### config.mk
export PLATFORM = sky130hd
export DESIGN_NAME = crc15_byte_stream_core
export DESIGN_NICKNAME = d
export VERILOG_FILES = /design/src/hw/rtl/crc15_pkg.sv /design/src/hw/rtl/crc15_absorb.sv /design/src/hw/rtl/crc15_result_reg.sv /design/src/hw/rtl/crc15_byte_stream_core.sv
export SDC_FILE = /design/constraint.sdc
export NUM_CORES = 1
export LEC_CHECK = 0
export BUFFER_PORTS_ARGS = -buffer_cell sky130_fd_sc_hd__buf_4
export CORE_MARGIN = 8
export CORE_UTILIZATION = 55
export CTS_CLUSTER_SIZE = 25
export DETAILED_ROUTE_END_ITERATION = 8
export PLACE_DENSITY_LB_ADDON = 0.3
export SYNTH_ARGS = -nofsm -noshare
export SYNTH_HDL_FRONTEND = slang
export SYNTH_SLANG_ARGS = --single-unit
### constraint.sdc
create_clock -name clk -period 3.2 [get_ports clk]
set_clock_uncertainty 0.05 [all_clocks]
set_input_delay 0.16 -clock clk [delete_from_list [all_inputs] [get_ports clk]]
set_output_delay 0.16 -clock clk [all_outputs]
set_load 0.05 [all_outputs]
### src/hw/rtl/crc15_pkg.sv
// ============================================================================
// crc15_pkg
// Shared constants and types for the CRC-15 byte stream core.
// ============================================================================
package crc15_pkg;

    localparam int REM_W = 15;
    localparam int BYTE_W = 8;

    // Divisor 0xD2D2 with its leading term dropped and the trailing zero kept.
    localparam logic [REM_W-1:0] CRC_POLY = 15'h52D2;

    typedef logic [REM_W-1:0] rem_t;
    typedef logic [BYTE_W-1:0] byte_t;

    // One finished check result as it leaves the core.
    typedef struct packed {
        logic  remainder_zero;
        byte_t check_low;
        byte_t check_high;
    } crc_result_t;

endpackage

### src/hw/rtl/crc15_absorb.sv
// ============================================================================
// crc15_absorb
// Folds one message byte into the CRC-15 remainder, bit 7 first.
// ============================================================================
module crc15_absorb (
    input  crc15_pkg::rem_t  rem_in,
    input  crc15_pkg::byte_t data_byte,
    output crc15_pkg::rem_t  rem_out
);
    import crc15_pkg::*;

    // Eight serial division steps unrolled into one XOR network.
    always_comb
    begin
        rem_t r;
        logic fb;
        r = rem_in;
        for (int b = BYTE_W - 1; b >= 0; b--)
        begin
            fb = r[REM_W-1] ^ data_byte[b];
            r  = {r[REM_W-2:0], 1'b0};
            if (fb)
            begin
                r = r ^ CRC_POLY;
            end
        end
        rem_out = r;
    end

endmodule

### src/hw/rtl/crc15_result_reg.sv
// ============================================================================
// crc15_result_reg
// Output register that holds one check result until the sink takes it.
// ============================================================================
module crc15_result_reg (
    input  logic                   clk,
    input  logic                   rst_n,
    input  logic                   load,
    input  crc15_pkg::crc_result_t result_in,
    input  logic                   m_tready,
    output logic                   m_tvalid,
    output crc15_pkg::crc_result_t result_out
);
    import crc15_pkg::*;

    logic        valid_reg;
    logic        valid_next;
    crc_result_t data_reg;

    always_comb
    begin
        valid_next = valid_reg;
        if (load)
        begin
            valid_next = 1'b1;
        end
        else if (m_tready)
        begin
            valid_next = 1'b0;
        end
    end

    always_ff @(posedge clk or negedge rst_n)
    begin
        if (!rst_n)
        begin
            valid_reg <= 1'b0;
        end
        else
        begin
            valid_reg <= valid_next;
        end
    end

    always_ff @(posedge clk)
    begin
        if (load)
        begin
            data_reg <= result_in;
        end
    end

    assign m_tvalid   = valid_reg;
    assign result_out = data_reg;

endmodule

### src/hw/rtl/crc15_byte_stream_core.sv
// ============================================================================
// crc15_byte_stream_core
// CRC-15 check byte generator for a byte stream, most significant bit first.
// ============================================================================
// The core takes one message byte per word on the slave side, with tlast
// marking the final byte of a message, and keeps a 15-bit remainder that
// starts at zero after reset. Each byte is divided in, bit 7 first, by the
// degree-15 divisor 0xD2D2. When the last byte has been folded in, the
// core sends one word on the master side carrying the two check bytes and
// a flag that is set when the remainder is zero, which is how a receiver
// checks a message that already ends in its check bytes; the remainder
// then clears for the next message. Non-last bytes produce no output word.
// The core accepts a byte every cycle: an input register feeds the eight
// unrolled division steps, which feed the remainder register and an output
// register; a last byte's result word passes the input register, then the
// output register. The only stall is a last byte that finds the output
// register still holding an untaken result; ordinary bytes always flow.
// ============================================================================
module crc15_byte_stream_core (
    input  logic       clk,
    input  logic       rst_n,
    input  logic       s_tvalid,
    output logic       s_tready,
    input  logic [7:0] s_tdata,   // [7:0] data_byte
    input  logic       s_tlast,   // last_byte
    output logic       m_tvalid,
    input  logic       m_tready,
    output logic [15:0] m_tdata,  // [7:0] check_high, [15:8] check_low
    output logic       m_tuser    // [0] remainder_zero
);
    import crc15_pkg::*;

    // Input register stage.
    logic  in_valid_reg;
    logic  in_valid_next;
    byte_t in_byte_reg;
    logic  in_last_reg;

    // Running remainder.
    rem_t  rem_reg;
    rem_t  rem_next;
    rem_t  rem_absorbed;

    logic        advance;
    logic        out_stalled;
    crc_result_t result_new;
    crc_result_t result_held;

    // A held word blocks only a last byte, since only that one needs the
    // output register.
    assign out_stalled = m_tvalid && !m_tready;
    assign advance     = in_valid_reg && !(in_last_reg && out_stalled);
    assign s_tready    = !in_valid_reg || advance;

    always_comb
    begin
        in_valid_next = in_valid_reg;
        if (s_tvalid && s_tready)
        begin
            in_valid_next = 1'b1;
        end
        else if (advance)
        begin
            in_valid_next = 1'b0;
        end
    end

    always_ff @(posedge clk or negedge rst_n)
    begin
        if (!rst_n)
        begin
            in_valid_reg <= 1'b0;
        end
        else
        begin
            in_valid_reg <= in_valid_next;
        end
    end

    always_ff @(posedge clk)
    begin
        if (s_tvalid && s_tready)
        begin
            in_byte_reg <= s_tdata;
            in_last_reg <= s_tlast;
        end
    end

    crc15_absorb u_absorb (
        .rem_in    (rem_reg),
        .data_byte (in_byte_reg),
        .rem_out   (rem_absorbed)
    );

    // The remainder clears once a message's result has been captured.
    always_comb
    begin
        rem_next = rem_reg;
        if (advance)
        begin
            rem_next = in_last_reg ? '0 : rem_absorbed;
        end
    end

    always_ff @(posedge clk or negedge rst_n)
    begin
        if (!rst_n)
        begin
            rem_reg <= '0;
        end
        else
        begin
            rem_reg <= rem_next;
        end
    end

    assign result_new.check_high     = rem_absorbed[REM_W-1:REM_W-BYTE_W];
    assign result_new.check_low      = {rem_absorbed[REM_W-BYTE_W-1:0], 1'b0};
    assign result_new.remainder_zero = (rem_absorbed == '0);

    crc15_result_reg u_result (
        .clk        (clk),
        .rst_n      (rst_n),
        .load       (advance && in_last_reg),
        .result_in  (result_new),
        .m_tready   (m_tready),
        .m_tvalid   (m_tvalid),
        .result_out (result_held)
    );

    assign m_tdata = {result_held.check_low, result_held.check_high};
    assign m_tuser = result_held.remainder_zero;

    // A message end always leaves a cleared remainder behind it.
    assert property (@(posedge clk) disable iff (!rst_n)
        advance && in_last_reg |=> rem_reg == '0)
        else $error("remainder not cleared after last byte");

    // A last byte that moves on always presents a result word next cycle.
    assert property (@(posedge clk) disable iff (!rst_n)
        advance && in_last_reg |=> m_tvalid)
        else $error("result word missing after last byte");

    // The input side stalls only behind a held result and a pending last byte.
    assert property (@(posedge clk) disable iff (!rst_n)
        !s_tready |-> in_valid_reg && in_last_reg && m_tvalid && !m_tready)
        else $error("input stalled without cause");

    // The zero flag agrees with the check bytes it travels with.
    assert property (@(posedge clk) disable iff (!rst_n)
        m_tvalid |-> m_tuser == (m_tdata == 16'h0000))
        else $error("remainder_zero disagrees with check bytes");

endmodule
==> impl_metrics.toml, run 1 <==
[timing]
tightest_slew_ps = 795
rsz0062_at_grt = "no"
relSlewSlack_pct = 46.8
fmax_ghz = 0.392
finalHoldViolCount = 0
finalSetupViolCount = 0
fin_tns_setup_ps = 0
period_share_pct = 79.8
slew_viol_final = 0
finalCriticalPeriod_ps = 2550

[routing]
drcViolationCount = 0
drt_pass1_iterations = 4
routed_wl_um = 3370
drt_iter0_drc = 67
antenna_left = 0
wl_per_cell_um = 15.3
viasPerCell = 4.90
vias = 1084

[global_route]
grt_pass1_wl_um = 5510
gr-usage-all-layers_pct = 13.6
antenna_found_initial = 0
first_global_vias = 1089
grt_max_degree = 19
gr-total-overflow = 0

[synthesis]
synth_area_leader_cell = "edfxtp_1"
yosysWarnings = 0
syn-cell-area_um2 = 1900
synth_common_cells = "edfxtp_1 (24), xnor2_1 (23), dfrtp_1 (16)"
ys_async_sr_fraction_pct = 40.0
ys_dominant_reg_cell = "edfxtp_1"
synth_area_leaders = "edfxtp_1 (38%), dfrtp_1 (21%), xnor2_1 (11%), a22o_1 (4.6%), xor2_1 (3.7%)"
synth_top_area_share_pct = 37.8
synth_edf_count = 24
synth_cell_types = 31
synth-seq-cells = 40
yosysSeqAreaShare_pct = 58.9
syn_inst = 126
avgSynthCellArea_um2 = 15.1
synth.most_common_cell = "edfxtp_1"

[clocking]
cts.path.max_buffers = 2
postCtsSetupRepairBufs = 0
clk_pin_slew_worst_paths_ps = 100
cts_made_buffers = 5
clkLatencyLatePin_ps = 340
cts_tree = "built"
htreeDepth = 2
clock-sinks = 40
root_buffer = "clkbuf_4"
cts-resized-gates = 0

[worst_setup_path]
r2r-start = "in_byte_reg[1]"
crit_fanout = 5
crit_path_top_delay_cell = "edfxtp_1"
max_stage_delay_ps = 470
crit_arrival_ps = 2660
r2r-end = "u_result.result_out[16]"
startpoint_type = "flip-flop"
cp_top_family = "XOR/XNOR gates"
crit_cells = 6
path_class = "reg -> reg"
cp-end-kind = "flip-flop"
r2r_setup_slack_ps = 650
critical_path.startpoint = "in_byte_reg[1]"
reg2reg_depth = 6
critPathRequiredTime_ps = 3300
worst-path-buf-inv = 1
crit_chain = "xnor2_4 > inv_2 > xnor3_2 > xnor2_1 > mux2_2 > a2111oi_2"
crit_end = "u_result.result_out[16]"

[cells_and_area]
largest_reg_flops = 15
multi_input_area_um2 = 757
layout-drive-gt1-share_pct = 29.1
nets = 187
seq_area_um2 = 1120
fillers = 234
antennaDiodeCount = 0
synthToLayoutAreaGrowth_pct = 23.7

[power_and_ir_drop]
finalPower_uw = 2760
power.leakage_uw = 0.000970
ir_drop_uv = 509
cellPowerDensity_nw_per_um2 = 1170

[floorplanning]
fp.dieH_um = 74.8
die_x_um = 74.8
core_area_um2 = 3340
ios = 32
initial_core_util_pct = 57.1
rows = 21
fp.dieArea_um2 = 5600

[hold_path]
min_path_type = "in -> reg"

[job]
cap_violations = 0

[run_status]
status = "completed"

[place]
io_buffers = 29
gp_congestion = 0.868
dp_hpwl_um = 2360
## routing by layer
layer	wire [um]	track usage [%]	vias to the layer above	share of wire [%]
met2	1540	20.7	30	46
met5	0	0	-	0
met4	72	5.87	0	2.1
li1	-	-	540	-
met1	1540	16.6	506	46
met3	215	5.59	8	6.4
## stage by stage
step | instance area, um^2 | util (%) | setup slack (ps) | hold WS [ps] | instances
after floorplan | 1910 | - | 796 | -186 | 127
after global routing | 2360 | 70.6 | 494 | 106 | 221
after CTS | 2360 | 70.6 | 619 | 87.8 | 221
after detailed placement | 2190 | 65.5 | 665 | -7.24 | 202
final | 2360 | 70.6 | 646 | 110 | 221
after global placement | 2190 | 65.5 | 720 | -16.4 | 202
## kinds of logic (layout without fill, tap and decap cells)
kind of cell           after synthesis  after routing  synth area share [%]
AO/OA/AOI/OAI                       15             15                  7.10
XOR/XNOR                            40             40                  24.6
buffers and inverters                6             54                  1.58
flip-flops                          40             40                  58.9
multiplexers                         2              2                  1.12
other                                1              2                 0.197
AND/OR/NAND/NOR                     22             22                  6.57
## power breakdown
group | leakage (uW) | internal, uW | total [uW] | switching, uW
clock | 0.0000326 | 108 | 256 | 148
combinational | 0.000503 | 694 | 1610 | 920
sequential | 0.000434 | 809 | 894 | 84.2
total | 0.000970 | 1610 | 2760 | 1150
## cell usage in the layout (no fill, tap or decap), types with 2 or more instances in the layout
cell	instances
xnor3_1	2
xnor2_1	23
conb_1	2
o31ai_1	2
nor2_1	2
a22o_1	10
a31o_2	2
edfxtp_1	24
xnor2_4	2
xnor2_2	3
nand2_1	5
and2_1	3
nor2b_1	3
or2_2	2
clkbuf_4	5
dlygate4sd3_1	11
nand2b_1	2
dfrtp_1	16
xor2_1	8
clkbuf_1	2
buf_4	32
inv_1	2
## worst min path at each step
stage	slack, ps	end	depth (start not counted)	startpoint
final	110	in_valid_reg	4	m_tready
after global routing	110	in_valid_reg	4	m_tready
after CTS	90	in_valid_reg	4	m_tready
after detailed placement	-7	rem_reg[3]	1	rst_n
after global placement	-20	rem_reg[11]	1	rst_n
after floorplan	-190	in_valid_reg	0	rst_n
## area by class of cell
class,count,share of cell area (%)
well taps,46,2.44
flip-flops and latches,40,47.6
multi-input cells,81,32.1
repair buffers,43,14.9
inverters,3,0.478
clock buffers,8,2.50
## worst register-to-register path: stages (launching register included)
cell and delay, ps:
edfxtp_1 470, xnor2_4 270, inv_2 80, xnor3_2 430
xnor2_1 360, mux2_2 390, a2111oi_2 330
## repair_timing
| action | 4_1_cts | 5_1_grt |
|---|---|---|
| hold buffers | 11 | 0 |
| endpoints found under the hold margin | 26 | 0 |
| endpoints found under the setup margin | 0 | 0 |
(Power assumes the default switching activity.)
==> run 2, diff against run 1 <==
ABC_AREA = 1   (was not set)
CORE_UTILIZATION = 56   (was 55)
clock period = 2.5 ns   (was 3.2 ns; I/O delays follow)
==> run 2 against run 1 <==
Compared with the run above: first-iteration DRC count is 43% higher; largest cell class unchanged; highest routed layer unchanged; via count is 44% higher; wire length is 20% higher; area after synthesis is 12% higher; synthesized cell count is 79% higher.
==> impl_metrics.toml, run 2 <==
[worst_setup_path]
path_class = "reg -> reg"
r2r-end = "u_result.result_out[16]"
crit_arrival_ps = 2270
r2r-start = "in_byte_reg[5]"
cp-end-kind = "flip-flop"
r2r_setup_slack_ps = 220
crit_fanout = 8
startpoint_type = "flip-flop"
critPathRequiredTime_ps = 2500
reg2reg_depth = 20

[cells_and_area]
layout_common_cells = "nand2_1 (64), inv_1 (38), buf_4 (30), edfxtp_1 (24), dfrtp_1 (16)"
fillers = 283
nets = 285
synthToLayoutAreaGrowth_pct = 23.8
largest_reg_flops = 15
layout-drive-gt1-share_pct = 25.3
mostFrequentLayoutCell = "nand2_1"
antennaDiodeCount = 0

[global_route]
grt_pass1_wl_um = 6770
gr-usage-all-layers_pct = 13.7
antenna_found_initial = 0
first_global_vias = 1571
gr-total-overflow = 0
grt_max_degree = 17

[synthesis]
synth.most_common_cell = "nand2_1"
synth_edf_count = 24
yosysWarnings = 0
synth_area_leaders = "edfxtp_1 (34%), dfrtp_1 (19%), nand2_1 (12%), inv_1 (6.7%), xor2_1 (4.5%)"
synth_top_area_share_pct = 33.7
synth_cell_types = 24
synth_common_cells = "nand2_1 (67), inv_1 (38), edfxtp_1 (24)"
syn_inst = 226
synth-seq-cells = 40
syn-cell-area_um2 = 2140
synth_area_leader_cell = "edfxtp_1"
ys_dominant_reg_cell = "edfxtp_1"
ys_async_sr_fraction_pct = 40.0
avgSynthCellArea_um2 = 9.45
yosysSeqAreaShare_pct = 52.5

[clocking]
clkLatencyLatePin_ps = 280
root_buffer = "clkbuf_8"
clock-sinks = 40
cts.path.max_buffers = 2
cts_tree = "built"
htreeDepth = 2
clk_pin_slew_worst_paths_ps = 70
cts_made_buffers = 5

[routing]
vias = 1559
antenna_left = 0
drcViolationCount = 0
routed_wl_um = 4050
drt_iter0_drc = 96
viasPerCell = 4.86
wl_per_cell_um = 12.6
drt_pass1_iterations = 4

[job]
cap_violations = 0

[timing]
slew_viol_final = 0
rsz0062_at_grt = "no"
finalSetupViolCount = 0
fmax_ghz = 0.439
finalHoldViolCount = 0
period_share_pct = 91.1
finalCriticalPeriod_ps = 2280
fin_tns_setup_ps = 0
relSlewSlack_pct = 65.2
tightest_slew_ps = 522

[place]
gp_congestion = 0.852
dp_hpwl_um = 3050
io_buffers = 29

[hold_path]
min-delay-start = "s_tvalid"
worstHoldPathCells = 3
min_path_type = "in -> reg"
hold_end = "in_valid_reg"

[floorplanning]
core_area_um2 = 3660
fp.dieArea_um2 = 6050
fp.dieH_um = 77.8
initial_core_util_pct = 58.3
ios = 32
rows = 22
die_x_um = 77.8

[run_status]
status = "completed"
run 2: changes by cell type in the layout (fill, tap and decap cells not counted), moves of 6 or more:
cell | before | now
nand2_1 | 5 | 64
clkbuf_8 | 1 | 7
xnor2_1 | 23 | 5
nand2_2 | 0 | 15
inv_1 | 2 | 38
a22o_1 | 10 | 1
o21ai_0 | 0 | 7
nand3_1 | 1 | 12
run 2: metrics by stage:
stage | worst slack [ps] | hold slack (ps) | instance area, um^2 | util, % | instances
3_5_place_dp | 232 | -48.9 | 2400 | 65.6 | 302
4_1_cts | 218 | 2.71 | 2630 | 71.8 | 320
5_1_grt | 3.05 | 35.9 | 2640 | 72.2 | 321
3_3_place_gp | 296 | -47.4 | 2400 | 65.6 | 302
2_1_floorplan | 441 | -221 | 2140 | - | 227
6_report | 222 | 7.78 | 2640 | 72.2 | 321
run 2: cells by family (layout without fill, tap and decap cells):
family / Yosys count / after routing / synth area share [%]
xor gates and xnor gates: 19 / 19 / 8.85
DFF: 40 / 40 / 52.5
other: 1 / 2 / 0.176
and+or+nand+nor: 109 / 109 / 26.9
buffers and inverters: 44 / 90 / 8.08
AOI/OAI and AO/OA: 13 / 13 / 3.51
run 2: layout make-up:
type                            count  area (um^2)  area share (%)
Clock inverter                      1         30.0            1.14
Sequential cell                    40         1120            42.4
Tap cell                           48         60.1            2.27
Inverter                           42          158            5.96
Multi-Input combinational cell    143          853            32.3
Timing Repair Buffer               40          325            12.3
Clock buffer                        7         96.3            3.64
run 2: worst max path at each step:
stage                        start                      end  slack (ps)  cells past startpoint
finish              in_byte_reg[5]  u_result.result_out[16]         220                     20
global placement    in_byte_reg[6]  u_result.result_out[16]         300                     18
global route        in_byte_reg[6]  u_result.result_out[16]           3                     20
floorplan           in_byte_reg[5]  u_result.result_out[16]         440                     18
detailed placement  in_byte_reg[5]  u_result.result_out[16]         230                     18
CTS                 in_byte_reg[5]  u_result.result_out[16]         220                     20
run 2: worst max-delay path, cell delays in order (launching register included):
cell,delay (ps)
edfxtp_1,410
inv_1,90
nand2_1,50
nand2_1,130
nand2_2,80
nand2_2,110
nand2_2,60
nand2_2,100
inv_2,50
nand2_1,60
nand3_2,110
nand2_4,140
nand2_4,90
nand2_8,80
nand2_8,70
nand2_8,90
nand2_1,60
nand2_2,90
inv_2,30
nand2_1,50
nor2_1,40
run 2: what timing repair did:
item | CTS | global route
setup buffers | 0 | 1
endpoints found under the hold margin | 25 | 0
resized for setup | 0 | 3
hold buffers | 10 | 0
setup endpoints to repair | 0 | 1
run 2: metal layers:
metal	share of wire [%]	track usage, %
met5	0	0
met4	0.94	5.09
met3	6.0	4.49
met2	49	23.1
met1	44	15.7
Power of run 2 is not shown: default switching activity piles up to over one toggle a cycle in this logic, so the estimate is an artifact.
